<file path="src/rtl/xsbr_pkg.sv">
// ----------------------------------------------------------------------------
// xsbr_pkg
// shared types and constants of the xorshift128 bounded random core
// ----------------------------------------------------------------------------
package xsbr_pkg;

  // request codes; the unused code behaves as a raw word
  localparam logic [1:0] ActRaw   = 2'd0;
  localparam logic [1:0] ActMod   = 2'd1;
  localparam logic [1:0] ActRange = 2'd2;

  // seed chain and xorshift constants
  localparam logic [31:0] SeedMult  = 32'd1812433253;
  localparam int unsigned SeedShift = 30;
  localparam int unsigned ShiftA    = 11;
  localparam int unsigned ShiftB    = 19;
  localparam int unsigned ShiftC    = 8;

  // sequencing
  localparam int unsigned SeedSteps = 4;
  localparam int unsigned DivSteps  = 32;
  localparam int unsigned SeedIdxW  = $clog2(SeedSteps);
  localparam int unsigned CntW      = $clog2(DivSteps);

  typedef enum logic [2:0] {
    ST_SEED,
    ST_IDLE,
    ST_PREP,
    ST_DIV,
    ST_FIN
  } state_e;

  typedef struct packed {
    logic                seed_step;
    logic [SeedIdxW-1:0] seed_idx;
    logic                accept;
    logic                div_step;
    logic                out_load;
  } cmd_t;

  typedef struct packed {
    logic needs_div;
  } status_t;

endpackage

</file>
<file path="src/rtl/xsbr_ctrl.sv">
// ----------------------------------------------------------------------------
// xsbr_ctrl
// sequencer for seeding, request acceptance, remainder steps and output
// ----------------------------------------------------------------------------
module xsbr_ctrl (
  input  logic             clk_i,
  input  logic             rst_ni,
  input  logic             cfg_we_i,
  input  logic             in_valid_i,
  output logic             in_ready_o,
  output logic             out_valid_o,
  input  logic             out_ready_i,
  input  xsbr_pkg::status_t status_i,
  output xsbr_pkg::cmd_t    cmd_o
);

  localparam logic [xsbr_pkg::CntW-1:0] SeedLast =
    xsbr_pkg::CntW'(xsbr_pkg::SeedSteps - 1);
  localparam logic [xsbr_pkg::CntW-1:0] DivLast =
    xsbr_pkg::CntW'(xsbr_pkg::DivSteps - 1);

  xsbr_pkg::state_e          state_q, state_d;
  logic [xsbr_pkg::CntW-1:0] cnt_q, cnt_d;
  logic                      out_valid_q, out_valid_d;

  always_ff @(posedge clk_i or negedge rst_ni) begin
    if (!rst_ni) begin
      state_q     <= xsbr_pkg::ST_SEED;
      cnt_q       <= '0;
      out_valid_q <= 1'b0;
    end else begin
      state_q     <= state_d;
      cnt_q       <= cnt_d;
      out_valid_q <= out_valid_d;
    end
  end

  always_comb begin
    state_d    = state_q;
    cnt_d      = cnt_q;
    in_ready_o = 1'b0;
    cmd_o      = '0;
    cmd_o.seed_idx = cnt_q[xsbr_pkg::SeedIdxW-1:0];

    case (state_q)
      xsbr_pkg::ST_SEED: begin
        cmd_o.seed_step = 1'b1;
        if (cnt_q == SeedLast) begin
          cnt_d   = '0;
          state_d = xsbr_pkg::ST_IDLE;
        end else begin
          cnt_d = cnt_q + 1'b1;
        end
      end
      xsbr_pkg::ST_IDLE: begin
        in_ready_o = !cfg_we_i;
        if (in_valid_i && !cfg_we_i) begin
          cmd_o.accept = 1'b1;
          state_d      = xsbr_pkg::ST_PREP;
        end
      end
      xsbr_pkg::ST_PREP: begin
        cnt_d = '0;
        if (status_i.needs_div) begin
          state_d = xsbr_pkg::ST_DIV;
        end else begin
          state_d = xsbr_pkg::ST_FIN;
        end
      end
      xsbr_pkg::ST_DIV: begin
        cmd_o.div_step = 1'b1;
        if (cnt_q == DivLast) begin
          cnt_d   = '0;
          state_d = xsbr_pkg::ST_FIN;
        end else begin
          cnt_d = cnt_q + 1'b1;
        end
      end
      xsbr_pkg::ST_FIN: begin
        if (!out_valid_q || out_ready_i) begin
          cmd_o.out_load = 1'b1;
          state_d        = xsbr_pkg::ST_IDLE;
        end
      end
      default: begin
        state_d = xsbr_pkg::ST_IDLE;
      end
    endcase

    // a seed write restarts the seed chain
    if (cfg_we_i) begin
      cmd_o.seed_step = 1'b0;
      cnt_d           = '0;
      state_d         = xsbr_pkg::ST_SEED;
    end
  end

  always_comb begin
    if (cmd_o.out_load) begin
      out_valid_d = 1'b1;
    end else if (out_ready_i) begin
      out_valid_d = 1'b0;
    end else begin
      out_valid_d = out_valid_q;
    end
  end

  assign out_valid_o = out_valid_q;

endmodule

</file>
<file path="src/rtl/xsbr_datapath.sv">
// ----------------------------------------------------------------------------
// xsbr_datapath
// generator state, seed chain, restoring remainder unit and result register
// ----------------------------------------------------------------------------
module xsbr_datapath (
  input  logic                clk_i,
  input  logic                rst_ni,
  input  logic                cfg_we_i,
  input  logic [31:0]         cfg_wdata_i,
  input  logic [1:0]          action_i,
  input  logic signed [31:0]  bound_low_i,
  input  logic signed [31:0]  bound_high_i,
  input  xsbr_pkg::cmd_t      cmd_i,
  output xsbr_pkg::status_t   status_o,
  output logic signed [31:0]  value_o,
  output logic                zero_modulus_o
);

  logic [31:0] seed_q;
  logic [31:0] chain_q;
  logic [31:0] x_q, y_q, z_q, w_q;
  logic [31:0] word_q, dividend_q, rem_q, m_q, lo_q;
  logic [1:0]  action_q;
  logic [31:0] value_q;
  logic        zero_q;

  logic [31:0] seed_in, seed_mix, seed_next;
  logic [31:0] t_word, w_next;
  logic [31:0] lo_u, hi_u;
  logic [32:0] trial, diff;
  logic        bounded, mod_zero;

  // seed register, reset to zero
  always_ff @(posedge clk_i or negedge rst_ni) begin
    if (!rst_ni) begin
      seed_q <= '0;
    end else if (cfg_we_i) begin
      seed_q <= cfg_wdata_i;
    end
  end

  // one link of the seed chain per cycle
  always_comb begin
    seed_in   = (cmd_i.seed_idx == '0) ? seed_q : chain_q;
    seed_mix  = seed_in ^ (seed_in >> xsbr_pkg::SeedShift);
    seed_next = xsbr_pkg::SeedMult * seed_mix
              + {{(32-xsbr_pkg::SeedIdxW){1'b0}}, cmd_i.seed_idx} + 32'd1;
  end

  // one xorshift128 advance
  always_comb begin
    t_word = x_q ^ (x_q << xsbr_pkg::ShiftA);
    w_next = (w_q ^ (w_q >> xsbr_pkg::ShiftB)) ^ (t_word ^ (t_word >> xsbr_pkg::ShiftC));
  end

  assign lo_u = $unsigned(bound_low_i);
  assign hi_u = $unsigned(bound_high_i);

  always_ff @(posedge clk_i) begin
    if (cmd_i.seed_step) begin
      chain_q <= seed_next;
      case (cmd_i.seed_idx)
        2'd0:    x_q <= seed_next;
        2'd1:    y_q <= seed_next;
        2'd2:    z_q <= seed_next;
        default: w_q <= seed_next;
      endcase
    end else if (cmd_i.accept) begin
      x_q <= y_q;
      y_q <= z_q;
      z_q <= w_q;
      w_q <= w_next;
    end
  end

  // request capture and remainder iteration
  assign trial = {rem_q, dividend_q[31]};
  assign diff  = trial - {1'b0, m_q};

  always_ff @(posedge clk_i) begin
    if (cmd_i.accept) begin
      word_q     <= w_next;
      dividend_q <= w_next;
      rem_q      <= '0;
      action_q   <= action_i;
      lo_q       <= lo_u;
      m_q        <= (action_i == xsbr_pkg::ActMod) ? hi_u : (hi_u - lo_u + 32'd1);
    end else if (cmd_i.div_step) begin
      dividend_q <= dividend_q << 1;
      rem_q      <= diff[32] ? trial[31:0] : diff[31:0];
    end
  end

  assign bounded  = action_q inside {xsbr_pkg::ActMod, xsbr_pkg::ActRange};
  assign mod_zero = (m_q == '0);
  assign status_o.needs_div = bounded && !mod_zero;

  always_ff @(posedge clk_i) begin
    if (cmd_i.out_load) begin
      zero_q <= bounded && mod_zero;
      if (!bounded) begin
        value_q <= word_q;
      end else if (mod_zero) begin
        value_q <= '0;
      end else if (action_q == xsbr_pkg::ActRange) begin
        value_q <= lo_q + rem_q;
      end else begin
        value_q <= rem_q;
      end
    end
  end

  assign value_o        = $signed(value_q);
  assign zero_modulus_o = zero_q;

endmodule

</file>
<file path="src/rtl/xorshift128_bounded_random_core.sv">
// ----------------------------------------------------------------------------
// xorshift128_bounded_random_core: a raw word or a zero modulus goes from accept
// through PREP and FIN to the result register; a bounded word also runs the 32
// remainder steps in DIV, one bit a cycle; a new request is taken only once the
// last result is loaded, and FIN holds while a result stalls; reset and each seed
// write run the seed chain through the seed multiplier with in_ready_o low
// ----------------------------------------------------------------------------
module xorshift128_bounded_random_core (
  input  logic               clk_i,
  input  logic               rst_ni,
  // seed register
  input  logic               cfg_we_i,
  input  logic [31:0]        cfg_wdata_i,
  // request words
  input  logic               in_valid_i,
  output logic               in_ready_o,
  input  logic [1:0]         action_i,
  input  logic signed [31:0] bound_low_i,
  input  logic signed [31:0] bound_high_i,
  // result words
  output logic               out_valid_o,
  input  logic               out_ready_i,
  output logic signed [31:0] value_o,
  output logic               zero_modulus_o
);

  // command and status between sequencer and datapath
  xsbr_pkg::cmd_t    cmd;
  xsbr_pkg::status_t status;

  // sequencer: seed chain, request capture, remainder steps, output handoff
  xsbr_ctrl u_ctrl (
    .clk_i       (clk_i),
    .rst_ni      (rst_ni),
    .cfg_we_i    (cfg_we_i),
    .in_valid_i  (in_valid_i),
    .in_ready_o  (in_ready_o),
    .out_valid_o (out_valid_o),
    .out_ready_i (out_ready_i),
    .status_i    (status),
    .cmd_o       (cmd)
  );

  // datapath: generator words, seed multiplier, remainder unit, result word
  xsbr_datapath u_datapath (
    .clk_i          (clk_i),
    .rst_ni         (rst_ni),
    .cfg_we_i       (cfg_we_i),
    .cfg_wdata_i    (cfg_wdata_i),
    .action_i       (action_i),
    .bound_low_i    (bound_low_i),
    .bound_high_i   (bound_high_i),
    .cmd_i          (cmd),
    .status_o       (status),
    .value_o        (value_o),
    .zero_modulus_o (zero_modulus_o)
  );

endmodule

</file>
<file path="config.mk">
export PLATFORM = sky130hd
export DESIGN_NAME = xorshift128_bounded_random_core
export DESIGN_NICKNAME = d
export VERILOG_FILES = /design/src/rtl/xsbr_pkg.sv /design/src/rtl/xsbr_ctrl.sv /design/src/rtl/xsbr_datapath.sv /design/src/rtl/xorshift128_bounded_random_core.sv
export SDC_FILE = /design/constraint.sdc
export NUM_CORES = 1
export LEC_CHECK = 0
export ABC_CLOCK_PERIOD_IN_PS = 15100
export BUFFER_PORTS_ARGS = -buffer_cell sky130_fd_sc_hd__buf_4
export CORE_ASPECT_RATIO = 1.75
export CORE_UTILIZATION = 51
export DETAILED_ROUTE_END_ITERATION = 6
export PLACE_DENSITY = 0.79
export REMOVE_ABC_BUFFERS = 1
export SETUP_SLACK_MARGIN = 0.4
export SLEW_MARGIN = 10
export SYNTH_ARGS = -nofsm -noshare
export SYNTH_HDL_FRONTEND = slang
export SYNTH_HIERARCHICAL = 1
export SYNTH_SLANG_ARGS = --single-unit
</file>
<file path="constraint.sdc">
create_clock -name clk_i -period 15.1 [get_ports clk_i]
set_input_delay 3.775 -clock clk_i [delete_from_list [all_inputs] [get_ports clk_i]]
set_output_delay 3.775 -clock clk_i [all_outputs]
set_load 0.005 [all_outputs]
</file>
# [After elaboration in Yosys (flattened, before gate mapping)]
# Index checks and enable logic that the tools add are counted.
[word_totals] register_bits=396 output_inout_bits=35 word_cells=111
[op_classes] n_addsub=7 multipliers=1 n_eq_ne=19 mux=41 n_bitwise=5 reduce_logical=21
[op_table] operator="$mux 32" count=20
[op_table] operator="$add 32x1->32 const B" count=2
[op_table] operator="$xor 32x32->32" count=2
[op_table] operator="$sub 33x32->33" count=1
[op_table] operator="$add 32x2->32" count=1
[op_table] operator="$add 32x32->32" count=1
[op_table] operator="$logic_not 32->1" count=1
[op_table] operator="$mul 31x32->32 const A" count=1
[op_table] operator="$sub 32x32->32" count=1
[op_table] operator="$xor 32x13->32" count=1
[op_table] operator="$xor 32x2->32" count=1
[op_table] operator="$xor 32x24->32" count=1
[op_table] operator="$mux 3" count=6
[op_table] operator="$mux 5" count=3
[op_table] operator="$pmux 3 s5" count=1
[op_table] operator="$pmux 5 s3" count=1
[op_table] operator="$ne 3x2->1 const B" count=4
[op_table] operator="$mux 1" count=10
[op_table] operator="$reduce_and 2->1" count=4
[op_table] operator="$reduce_bool 2->1" count=4
[op_table] operator="$eq 2x1->1 const B" count=3
[op_table] operator="$eq 3x2->1 const B" count=2
[op_table] operator="$ne 2x1->1 const B" count=3
[op_table] operator="$add 5x1->5 const B" count=1
[op_table] operator="other kinds (14)" count=19

# [Logic depth before layout (Yosys ltp)]
# Gate-level depths: netlist (run 1).
[depth] ltp_word=8 depth_mapped=31 mapped_depth_nobuf=27

# [Hierarchy]
# The synthesis (run 1) kept the hierarchy.
[by_module_without_submodules] mod="xsbr_datapath" instances=1 cells_each=2833 area_per_inst_um2=29689.7
[by_module_without_submodules] mod="xsbr_ctrl" instances=1 cells_each=66 area_per_inst_um2=589.3

# [Worst setup path before layout (run 1)]
# No wires, ideal clock.
[synth_timing] path_type="in2reg" start="input cfg_we_i" end="register u_datapath.z_q[0] (enable)" setup_ns=0.466 t_arrival_ns=10.570 required_ns=14.634 slack_ns=4.064 path_stages=6 cell_sequence="buf_2 -> nor4_1 -> clkbuf_1 -> clkbuf_1 -> nand2_1 -> o21ai_0"
[synth_rtl] element="from (decl)" line_no="xorshift128_bounded_random_core.sv:12" text="input logic cfg_we_i,"
[synth_rtl] element="to (signal assigned)" line_no="xsbr_datapath.sv:65" text="2'd2: z_q <= seed_next;"
[synth_rtl] element="to (signal assigned)" line_no="xsbr_datapath.sv:71" text="z_q <= w_q;"
[synth_rtl] element="to (decl)" line_no="xsbr_datapath.sv:21" text="logic [31:0] x_q, y_q, z_q, w_q;"

# [Worst setup path after layout (run 1)]
[layout_timing] start="register u_ctrl/cnt_q[1] (netlist bit)" end="register u_datapath.w_q[30], data pin"
[layout_between] elab_chain_len=8
[layout_lines] element="from (decl)" line_no="xsbr_ctrl.sv:23" text="logic [xsbr_pkg::CntW-1:0] cnt_q, cnt_d;"
[layout_lines] element="from (signal assigned)" line_no="xsbr_ctrl.sv:33" text="cnt_q <= cnt_d;"
[layout_lines] element="$logic_not 2->1" line_no="xsbr_datapath.sv:44" text="seed_in = (cmd_i.seed_idx == '0) ? seed_q : chain_q;"
[layout_lines] element="$mux 32" line_no="xsbr_datapath.sv:44"
[layout_lines] element="$xor 32x2->32" line_no="xsbr_datapath.sv:45" text="seed_mix = seed_in ^ (seed_in >> xsbr_pkg::SeedShift);"
[layout_lines] element="$mul 31x32->32" line_no="xsbr_datapath.sv:46" text="seed_next = xsbr_pkg::SeedMult * seed_mix"
[layout_lines] element="$add 32x2->32 *" line_no="xsbr_datapath.sv:47" text="+ {{(32-xsbr_pkg::SeedIdxW){1'b0}}, cmd_i.seed_idx} + 32'd1;"
[layout_lines] element="$add 32x1->32 *" line_no="xsbr_datapath.sv:47"
[layout_lines] element="$mux 32 *" line_no="xsbr_datapath.sv:62" text="case (cmd_i.seed_idx)"
[layout_lines] element="$mux 32 *" line_no="xsbr_datapath.sv:60" text="if (cmd_i.seed_step) begin"
[layout_lines] element="to (signal assigned)" line_no="xsbr_datapath.sv:66" text="default: w_q <= seed_next;"
[layout_lines] element="to (signal assigned)" line_no="xsbr_datapath.sv:72" text="w_q <= w_next;"
[layout_lines] element="to (decl)" line_no="xsbr_datapath.sv:21"
# Every way passes the cells marked *; elsewhere a longest branch is shown, timed or not. The select of a mux whose other input is x is not followed.
# A chain may end at the register's enable or synchronous reset.

==> results of run 1 <==
[state kept, by name (all words and copies together), names as in the netlist]
signal,flops
u_datapath/rem_q,32
u_datapath/zero_modulus_o,1
u_datapath/x_q,32
u_datapath/dividend_q,32
u_ctrl/cnt_q,5
u_datapath/value_o,32
u_datapath/chain_q,32
u_ctrl/out_valid_o,1
u_datapath/z_q,32
u_datapath/y_q,32
u_datapath/m_q,32
u_datapath/seed_q,32
u_datapath/w_q,32
u_datapath/word_q,32
u_datapath/action_q,2
u_datapath/lo_q,32
u_ctrl/state_q,3
[layer usage]
| layer | part of all wire | vias up | global-route usage | routed length, µm |
|---|---|---|---|---|
| li1 | - | 10320 | - | - |
| met4 | 0.11 | 0 | 0.2569 | 8862 |
| met5 | 0 | - | 0 | 0 |
| met3 | 0.047 | 346 | 0.04047 | 4003 |
| met1 | 0.33 | 10620 | 0.2752 | 28190 |
| met2 | 0.51 | 845 | 0.5096 | 43330 |
[stage by stage]
| step | util | worst slack (ns) |
|---|---|---|
| after floorplan | - | -6.620 |
| after global placement | 0.5507 | 6.746 |
| after detailed placement | 0.5507 | 6.587 |
| after CTS | 0.5746 | 6.579 |
| after global routing | 0.5746 | 5.962 |
| final | 0.5746 | 6.432 |
[layout by cell type, fill, tap and decap left out, types with 12 or more instances in the layout]
cell type	n
sky130_fd_sc_hd__nor3_1	31
sky130_fd_sc_hd__dfrtp_1	41
sky130_fd_sc_hd__o21a_1	26
sky130_fd_sc_hd__mux2_2	91
sky130_fd_sc_hd__nand2_1	208
sky130_fd_sc_hd__xor2_1	54
sky130_fd_sc_hd__o31ai_1	22
sky130_fd_sc_hd__and3_1	19
sky130_fd_sc_hd__mux2i_1	38
sky130_fd_sc_hd__ha_1	340
sky130_fd_sc_hd__nor2b_1	24
sky130_fd_sc_hd__xnor2_1	167
sky130_fd_sc_hd__clkbuf_16	41
sky130_fd_sc_hd__a211oi_1	17
sky130_fd_sc_hd__nand4_1	19
sky130_fd_sc_hd__o21bai_1	18
sky130_fd_sc_hd__dfxtp_1	32
sky130_fd_sc_hd__nand2b_1	18
sky130_fd_sc_hd__inv_1	437
sky130_fd_sc_hd__a21o_1	42
sky130_fd_sc_hd__a31oi_1	18
sky130_fd_sc_hd__edfxtp_1	323
sky130_fd_sc_hd__a311oi_1	22
sky130_fd_sc_hd__buf_4	161
sky130_fd_sc_hd__nor4_1	12
sky130_fd_sc_hd__o21ai_0	195
sky130_fd_sc_hd__nor2_1	127
sky130_fd_sc_hd__a21oi_1	118
sky130_fd_sc_hd__o211ai_1	12
sky130_fd_sc_hd__fa_1	150
sky130_fd_sc_hd__nand3_1	56
[Yosys cell counts (41+ instances only)]
master	n
sky130_fd_sc_hd__a21o_1	42
sky130_fd_sc_hd__a21oi_1	118
sky130_fd_sc_hd__clkbuf_1	63
sky130_fd_sc_hd__dfrtp_1	41
sky130_fd_sc_hd__edfxtp_1	323
sky130_fd_sc_hd__fa_1	150
sky130_fd_sc_hd__ha_1	341
sky130_fd_sc_hd__inv_1	438
sky130_fd_sc_hd__mux2_2	91
sky130_fd_sc_hd__nand2_1	209
sky130_fd_sc_hd__nand3_1	56
sky130_fd_sc_hd__nor2_1	129
sky130_fd_sc_hd__o21ai_0	197
sky130_fd_sc_hd__xnor2_1	167
sky130_fd_sc_hd__xor2_1	54
[worst max path at each step]
stage                         start            endpoint  slack, ns  cells after the start
floorplan                  cfg_we_i   u_datapath/z_q[0]      -6.62                      4
global placement           cfg_we_i          in_ready_o       6.75                      3
detailed placement  u_ctrl/cnt_q[1]  u_datapath/y_q[31]       6.59                     28
CTS                 u_ctrl/cnt_q[1]  u_datapath/y_q[31]       6.58                     28
global route        u_ctrl/cnt_q[1]  u_datapath/z_q[30]       5.96                     28
finish              u_ctrl/cnt_q[1]  u_datapath/w_q[30]       6.43                     24
[final cells by class]
class,count,area share
Timing Repair Buffer,161,0.03601
Inverter,438,0.04898
Clock inverter,24,0.009171
Sequential cell,396,0.3386
Clock buffer,50,0.03247
Multi-Input combinational cell,1983,0.5059
Tap cell,773,0.02882
[critical path, stage by stage (launching register included)]
cell and delay, ns:
sky130_fd_sc_hd__dfrtp_1 0.50, sky130_fd_sc_hd__nor2_4 0.14, sky130_fd_sc_hd__buf_4 0.45, sky130_fd_sc_hd__mux2i_1 0.65, sky130_fd_sc_hd__inv_1 0.49, sky130_fd_sc_hd__ha_1 0.45, sky130_fd_sc_hd__ha_1 0.29, sky130_fd_sc_hd__ha_1 0.31
sky130_fd_sc_hd__fa_1 0.44, sky130_fd_sc_hd__ha_1 0.29, sky130_fd_sc_hd__ha_1 0.31, sky130_fd_sc_hd__inv_1 0.08, sky130_fd_sc_hd__fa_1 0.44, sky130_fd_sc_hd__fa_1 0.50, sky130_fd_sc_hd__inv_1 0.04, sky130_fd_sc_hd__ha_1 0.34
sky130_fd_sc_hd__and3_1 0.18, sky130_fd_sc_hd__o211ai_1 0.13, sky130_fd_sc_hd__a31oi_1 0.12, sky130_fd_sc_hd__o21ai_0 0.47, sky130_fd_sc_hd__a21boi_0 0.35, sky130_fd_sc_hd__o21ai_0 0.46, sky130_fd_sc_hd__a211oi_1 0.19, sky130_fd_sc_hd__nor4_1 0.63
sky130_fd_sc_hd__o31ai_1 0.13
[cell families after synthesis]
group	share of synthesized area
flops	0.3754
simple gates	0.08880
xor+xnor	0.06541
fa+ha+maj	0.2401
buf+inv	0.06525
compound gates	0.1187
mux	0.04640
==> results, run 1 <==
- The share of Yosys cell area claimed by the top area cell type is 0.3203.
- The root buffer selected by CTS is sky130_fd_sc_hd__clkbuf_16.
- The required time at the worst-slack endpoint is 15.39 ns.
- The global route total overflow is 0.
- The final-stage net count is 3,614.
- After synthesis, the cell types taking the most area are sky130_fd_sc_hd__edfxtp_1 (32%), sky130_fd_sc_hd__ha_1 (14%), sky130_fd_sc_hd__fa_1 (9.9%).
- Data on the critical path arrives at its endpoint at 8.96 ns.
- STA classifies the critical path startpoint as a flip-flop.
- The floorplan die width is 186.2 µm.
- For the worst flop-to-flop path, the logic depth is 24.
- The number of antenna violations at the first check in global routing is 0.
- The capture instance of the worst register-to-register path is u_datapath/w_q[30].
- In the final routed layout, each cell accounts on average for 22.06 µm.
- For this block, the initial DRC count from the detailed router was 1,430.
- In this run the number of H-tree levels came out at 2.
- The via total after detailed routing is 22,140.
- After filler insertion, the fill cell instance count of the layout stands at 4,878.
- The source-to-sink clock delay at the later pin of the worst-skew pair is 0.59 ns.
- 0 antenna diodes ended up in the layout.
- The register-to-register setup slack is 6.43 ns.
- The summed area of non-filler cells in the final layout is 33,560 µm².
- The final layout contains routed wiring with a total length of 84,390 µm.
- The setup path with the least slack is of type reg -> reg.
- The max-cap violation count is 0.
- The number of I/O port buffers is 137.
- The post-synth design cell area is 30,280 µm².
- The pin count of the biggest net entering global routing is 80.
- Of all nets on the critical path, the largest fanout is 35.
- The number of library cell types mapped by synthesis is 82.
- The number of CTS-inserted buffers is 40.
- The worst hold path terminates at u_datapath/seed_q[29].
- Of the cells placed in the final design, the portion with a size suffix greater than 1 is 0.1160.
- For this design the top-level I/O count stands at 138.
- For this run, the detailed router's first-pass iteration total came to 5.
- The post-CTS setup-driven buffer insertion count is 0.
- The worst min-delay path startpoint is u_datapath/seed_q[29].
- The primary flip-flop cell chosen by synthesis mapping is sky130_fd_sc_hd__edfxtp_1.
- Yosys mapped a number of flops with a built-in enable equal to 323.
- The total placed cells including tap cells is 3,751.
- The first global-routing pass estimated 128,100 µm of wire.
- The die area is 60,390 µm².
- From bottom edge to top edge, the die measures 324.3 µm.
- The number of vias per cell after detailed routing is 5.787.
- The placed standard-cell area is 32,170 µm².
- The cell count after synthesis came out at 2,899.
- The worst hold margin is 0.5306 ns.
- The async set or reset register ratio after synthesis is 0.1035.
- The count of placed standard cells in the final layout, fillers left out is 3,825.
- The number of global-route vias before repair is 23,010.
- The remaining max-slew budget at the tightest pin is 0.3594.
- The TritonCTS clock tree is built.
- Setup repair after global routing left no endpoint under its margin.
- Across every metal layer, demand over resource in global routing totals 0.2839.
- The sequential cells in the finished layout cover a total of 11,370 µm².
- The final hold violation count is 0.
- Setup violations remaining at the end of the flow were counted as 0.
- The fmax is 115.4 MHz.
- The final estimated routing congestion in global placement is 0.9864.
- The transition at the pin with the smallest max-transition slack is 0.9508 ns.
- Yosys printed 6 warnings.
- The synthesized flop and latch total is 396.
- For this design, the CTS-stage hold fixing added 0 buffers.
- The clock passes through at most 3 buffers.
- The residual antenna-violating net count after detailed routing is 0.
- Dividing the final minimum period by the clock period gives 0.5740.
- From synthesis to final layout, the design area changed by 10.85%.
- The initial utilization of the core area, before any placement, comes to 0.5184.
- The shortest clock period the worst path allows after layout is 8.668 ns.
- The worst register-to-register path begins at u_ctrl/cnt_q[1].
- The final sum of negative setup slack is 0 ns.
- Between clock sinks in the finished design, the worst skew comes to 0.03401 ns.
- STA classifies the critical path endpoint as a flip-flop.
- The cell row count is 117.
- The area taken by multi-input logic gates is 16,980 µm².
- Detailed placement ended at an HPWL of 66,010 µm.
- Along the worst hold path, the cell count comes to 1.
- The clock slew seen by the registers of the worst setup and hold paths is 0.06 ns.
- The worst hold path class is reg -> reg.
- The number of DRC violations after detailed routing is 0.
- Once the clock tree was built, the resizer swapped 0 gates to a different size.
- The region available for standard cell placement spans 58,410 µm².
- The share of the Yosys chip area taken by registers is 0.3754.
- The synthesized design spends more area on one cell type than any other, namely sky130_fd_sc_hd__edfxtp_1.
- The flow ran to the end, and the final reports show no timing, DRC or antenna violations.
- The average instance area after synthesis is 10.44 µm².
- CTS saw 396 sinks.
- The number of max-slew violations in the final report is 0.
Power of run 1 is left out: the tool's default activity adds up to more than one toggle a clock period on the data nets, which glitch-free logic cannot reach.
==> run 2, diff against run 1 <==
--- a/config.mk
+++ b/config.mk
@@ -5,7 +5,7 @@
 export SDC_FILE = /design/constraint.sdc
 export NUM_CORES = 1
 export LEC_CHECK = 0
-export ABC_CLOCK_PERIOD_IN_PS = 15100
+export ABC_CLOCK_PERIOD_IN_PS = 8750
 export BUFFER_PORTS_ARGS = -buffer_cell sky130_fd_sc_hd__buf_4
 export CORE_ASPECT_RATIO = 1.75
 export CORE_UTILIZATION = 51
==> constraint.sdc (replaced) <==
create_clock -name clk_i -period 8.75 [get_ports clk_i]
set_input_delay 2.1875 -clock clk_i [delete_from_list [all_inputs] [get_ports clk_i]]
set_output_delay 2.1875 -clock clk_i [all_outputs]
set_load 0.005 [all_outputs]
==> results, run 2 (same netlist as run 1, synthesis figures left out) <==
- The area growth from synthesis to layout is 11.21%.
- The final worst setup slack is 0.6725 ns (-5.759 ns).
- The cell with the largest stage delay on the worst path is sky130_fd_sc_hd__fa_1.
- The commonest non-fill, non-tap cell in the layout is sky130_fd_sc_hd__inv_1.
- In this run the worst hold path is classified as reg -> reg.
- The die height is 324.3 µm (unchanged).
- The setup slack after placement is 0.4176 ns (-6.169 ns).
- Setup repair after global routing left no endpoint under its margin.
- The fraction of final layout cells with drive strength greater than 1 was 0.1203 (+0.004351).
- The effective utilization at floorplan is 0.5184 (unchanged).
- The number of fillers in the final layout is 4,822 (-1.1%).
- The final sum of negative setup slack is 0 ns (unchanged).
- The delay contributed by the slowest stage of the critical path came to 0.52 ns (-0.13 ns).
- The register-to-register setup slack was 0.67 ns (-5.76 ns).
- The clock slew seen by the registers of the worst setup and hold paths is 0.07 ns (about the same).
- The number of global-route vias before repair is 22,930 (-0.34%).
- The number of CTS-inserted buffers is 40 (unchanged).
- TritonCTS built the clock tree.
- The summed area of non-filler cells in the final layout is 33,670 µm² (+0.33%).
- The shortest clock period the worst path allows after layout is 8.077 ns (-0.5905 ns).
- The first-pass iteration count of the detailed router is 5 (unchanged).
- The count of placed standard cells in the final layout, fillers left out is 3,831 (+0.16%).
- The post-DP HPWL is 65,610 µm (-0.62%).
- The transition at the pin with the smallest max-transition slack is 1.023 ns (+0.07234 ns).
- The worst hold path terminates at u_datapath/y_q[9].
- The number of cells on the worst hold path is 1 (unchanged).
- The final-stage net count was 3,621 (+0.19%).
- The number of buffers and inverters on the critical path came to 6 (+2).
- The floorplan die width is 186.2 µm (unchanged).
- In this run the critical register-to-register path is captured at u_datapath/w_q[31].
- The final estimated routing congestion in global placement was 0.9767 (-0.98%).
- The number of setup violations in the final report is 0 (unchanged).
- The die area is 60,390 µm² (unchanged).
- The most numerous cell on the critical path is sky130_fd_sc_hd__fa_1.
- The core region area is 58,410 µm² (unchanged).
- The final hold violation count is 0 (unchanged).
- The via total after detailed routing is 22,170 (+0.14%).
- The placed standard-cell area came to 32,200 µm² (+0.12%).
- The pin count of the biggest net entering global routing was 73 (-8.8%).
- The global routing usage summed across all routing layers is 0.2824 (-0.001518).
- The number of DRC violations after detailed routing is 0 (unchanged).
- The maximum fanout count along the critical path is 9 (-74%).
- The number of vias per cell after detailed routing is 5.786 (about the same).
- The run finished with clean final reports.
- The final worst-path cycle share came to 0.9231 (+0.3491).
- The wire length of the first global-routing pass was 127,600 µm (-0.37%).
- The number of I/O port buffers is 137 (unchanged).
- The worst path arrival time came to 8.36 ns (-0.60 ns).
- The worst hold path begins at u_datapath/z_q[9].
- The global route total overflow is 0 (unchanged).
- The residual antenna-violating net count after detailed routing was 0 (unchanged).
- The cell row count is 117 (unchanged).
- The max-cap violation count was 0 (unchanged).
- The routed wire length came to 84,010 µm (-0.45%).
- The buffer levels on the longest clock path is 3 (unchanged).
- The cell family contributing the most delay on the critical path is adder cells.
- The clock sink count is 396 (unchanged).
- The total placed cells including tap cells came to 3,756 (+0.13%).
- The H-tree depth reported by CTS was 2 (unchanged).
- The number of DRC markers in iteration 0 is 1,757 (+23%).
- The required time at the worst-slack endpoint is 9.04 ns (-6.35 ns).
- The source-to-sink clock delay at the later pin of the worst-skew pair was 0.57 ns (-0.02 ns).
- The category of the critical setup timing path is reg -> reg.
- The worst setup path is captured at a flip-flop.
- The root buffer selected by CTS is sky130_fd_sc_hd__clkbuf_16.
- The number of max-slew violations in the final report is 0 (unchanged).
- The startpoint type of the worst setup path is a flip-flop.
- The depth of the most critical reg-to-reg path is 26 (+8.3%).
- The remaining max-slew budget at the tightest pin is 0.3179 (-0.04153).
- The worst clock skew on the final layout came to 0.02892 ns (-0.005091 ns).
- The number of antenna violations at the first check in global routing is 0 (unchanged).
- The worst register-to-register path begins at u_ctrl/cnt_q[0].
- The routed wirelength normalized by instance count is 21.93 µm (-0.60%).
- The top cell types in the final layout, fill and taps aside, are sky130_fd_sc_hd__inv_1 (434), sky130_fd_sc_hd__ha_1 (340), sky130_fd_sc_hd__edfxtp_1 (323).
- The count of hold-fix buffers inserted at cts is 0 (unchanged).
- The count of inserted antenna diode cells is 0 (unchanged).
- The fmax is 123.8 MHz (+7.3%).
- The number of top-level pins is 138 (unchanged).
run 2: worst reg2reg max path, cell delays in order (launching register included):
cell and delay (ns):
sky130_fd_sc_hd__dfrtp_1 0.50, sky130_fd_sc_hd__nor2_4 0.17, sky130_fd_sc_hd__buf_12 0.15, sky130_fd_sc_hd__mux2i_1 0.41
sky130_fd_sc_hd__inv_2 0.21, sky130_fd_sc_hd__ha_1 0.33, sky130_fd_sc_hd__ha_1 0.30, sky130_fd_sc_hd__fa_1 0.52
sky130_fd_sc_hd__inv_1 0.05, sky130_fd_sc_hd__fa_1 0.48, sky130_fd_sc_hd__inv_1 0.06, sky130_fd_sc_hd__fa_1 0.49
sky130_fd_sc_hd__fa_1 0.51, sky130_fd_sc_hd__fa_1 0.50, sky130_fd_sc_hd__inv_1 0.05, sky130_fd_sc_hd__fa_1 0.47
sky130_fd_sc_hd__inv_1 0.05, sky130_fd_sc_hd__ha_1 0.37, sky130_fd_sc_hd__a21o_1 0.20, sky130_fd_sc_hd__a41o_1 0.22
sky130_fd_sc_hd__a21o_1 0.18, sky130_fd_sc_hd__a221o_1 0.38, sky130_fd_sc_hd__a311o_1 0.44, sky130_fd_sc_hd__a2111oi_4 0.39
sky130_fd_sc_hd__nor2_1 0.12, sky130_fd_sc_hd__nand2_1 0.13, sky130_fd_sc_hd__nand4_1 0.11
run 2: worst max path at each step:
stage | start | end | slack, ns | cells after the start
final | u_ctrl/cnt_q[0] | u_datapath/w_q[31] | 0.67 | 26
after global routing | u_ctrl/cnt_q[0] | u_datapath/w_q[31] | 0.40 | 26
after CTS | u_ctrl/cnt_q[0] | u_datapath/w_q[31] | 0.54 | 26
after detailed placement | u_ctrl/cnt_q[1] | u_datapath/w_q[31] | 0.42 | 25
after global placement | u_ctrl/cnt_q[1] | u_datapath/x_q[30] | 0.60 | 28
after floorplan | cfg_we_i | u_datapath/z_q[0] | -11.38 | 4
run 2: cell type report:
cell class / instances / area [µm²] / area share
repair buffers: 168 / 1274 / 0.03782
multi-input cells: 1983 / 17010 / 0.5051
inverters: 438 / 1644 / 0.04882
clock inverters: 26 / 357.8 / 0.01063
well taps: 773 / 967.2 / 0.02872
flip-flops and latches: 396 / 11370 / 0.3375
clock buffers: 47 / 1057 / 0.03140
run 2: stage by stage:
step             util  hold WS (ns)
6_report       0.5765        0.5260
5_1_grt        0.5765        0.5484
4_1_cts        0.5760        0.5263
3_5_place_dp   0.5513        0.5174
3_3_place_gp   0.5513        0.5075
2_1_floorplan       -        0.4749
run 2: timing repair:
item | in CTS | in global routing
setup buffers | 2 | 0
resized for setup | 0 | 9
setup endpoints to repair | 1 | 14
pin swaps | 1 | 0
run 2: per-layer routing:
| metal | up-vias | GRT usage | routed length (µm) |
|---|---|---|---|
| li1 | 10340 | - | - |
| met1 | 10690 | 0.2823 | 28540 |
| met2 | 807 | 0.5109 | 43400 |
| met3 | 331 | 0.03150 | 3698 |
| met4 | 0 | 0.2400 | 8375 |
| met5 | - | 0 | 0 |
Power of run 2 is left out for the same reason.
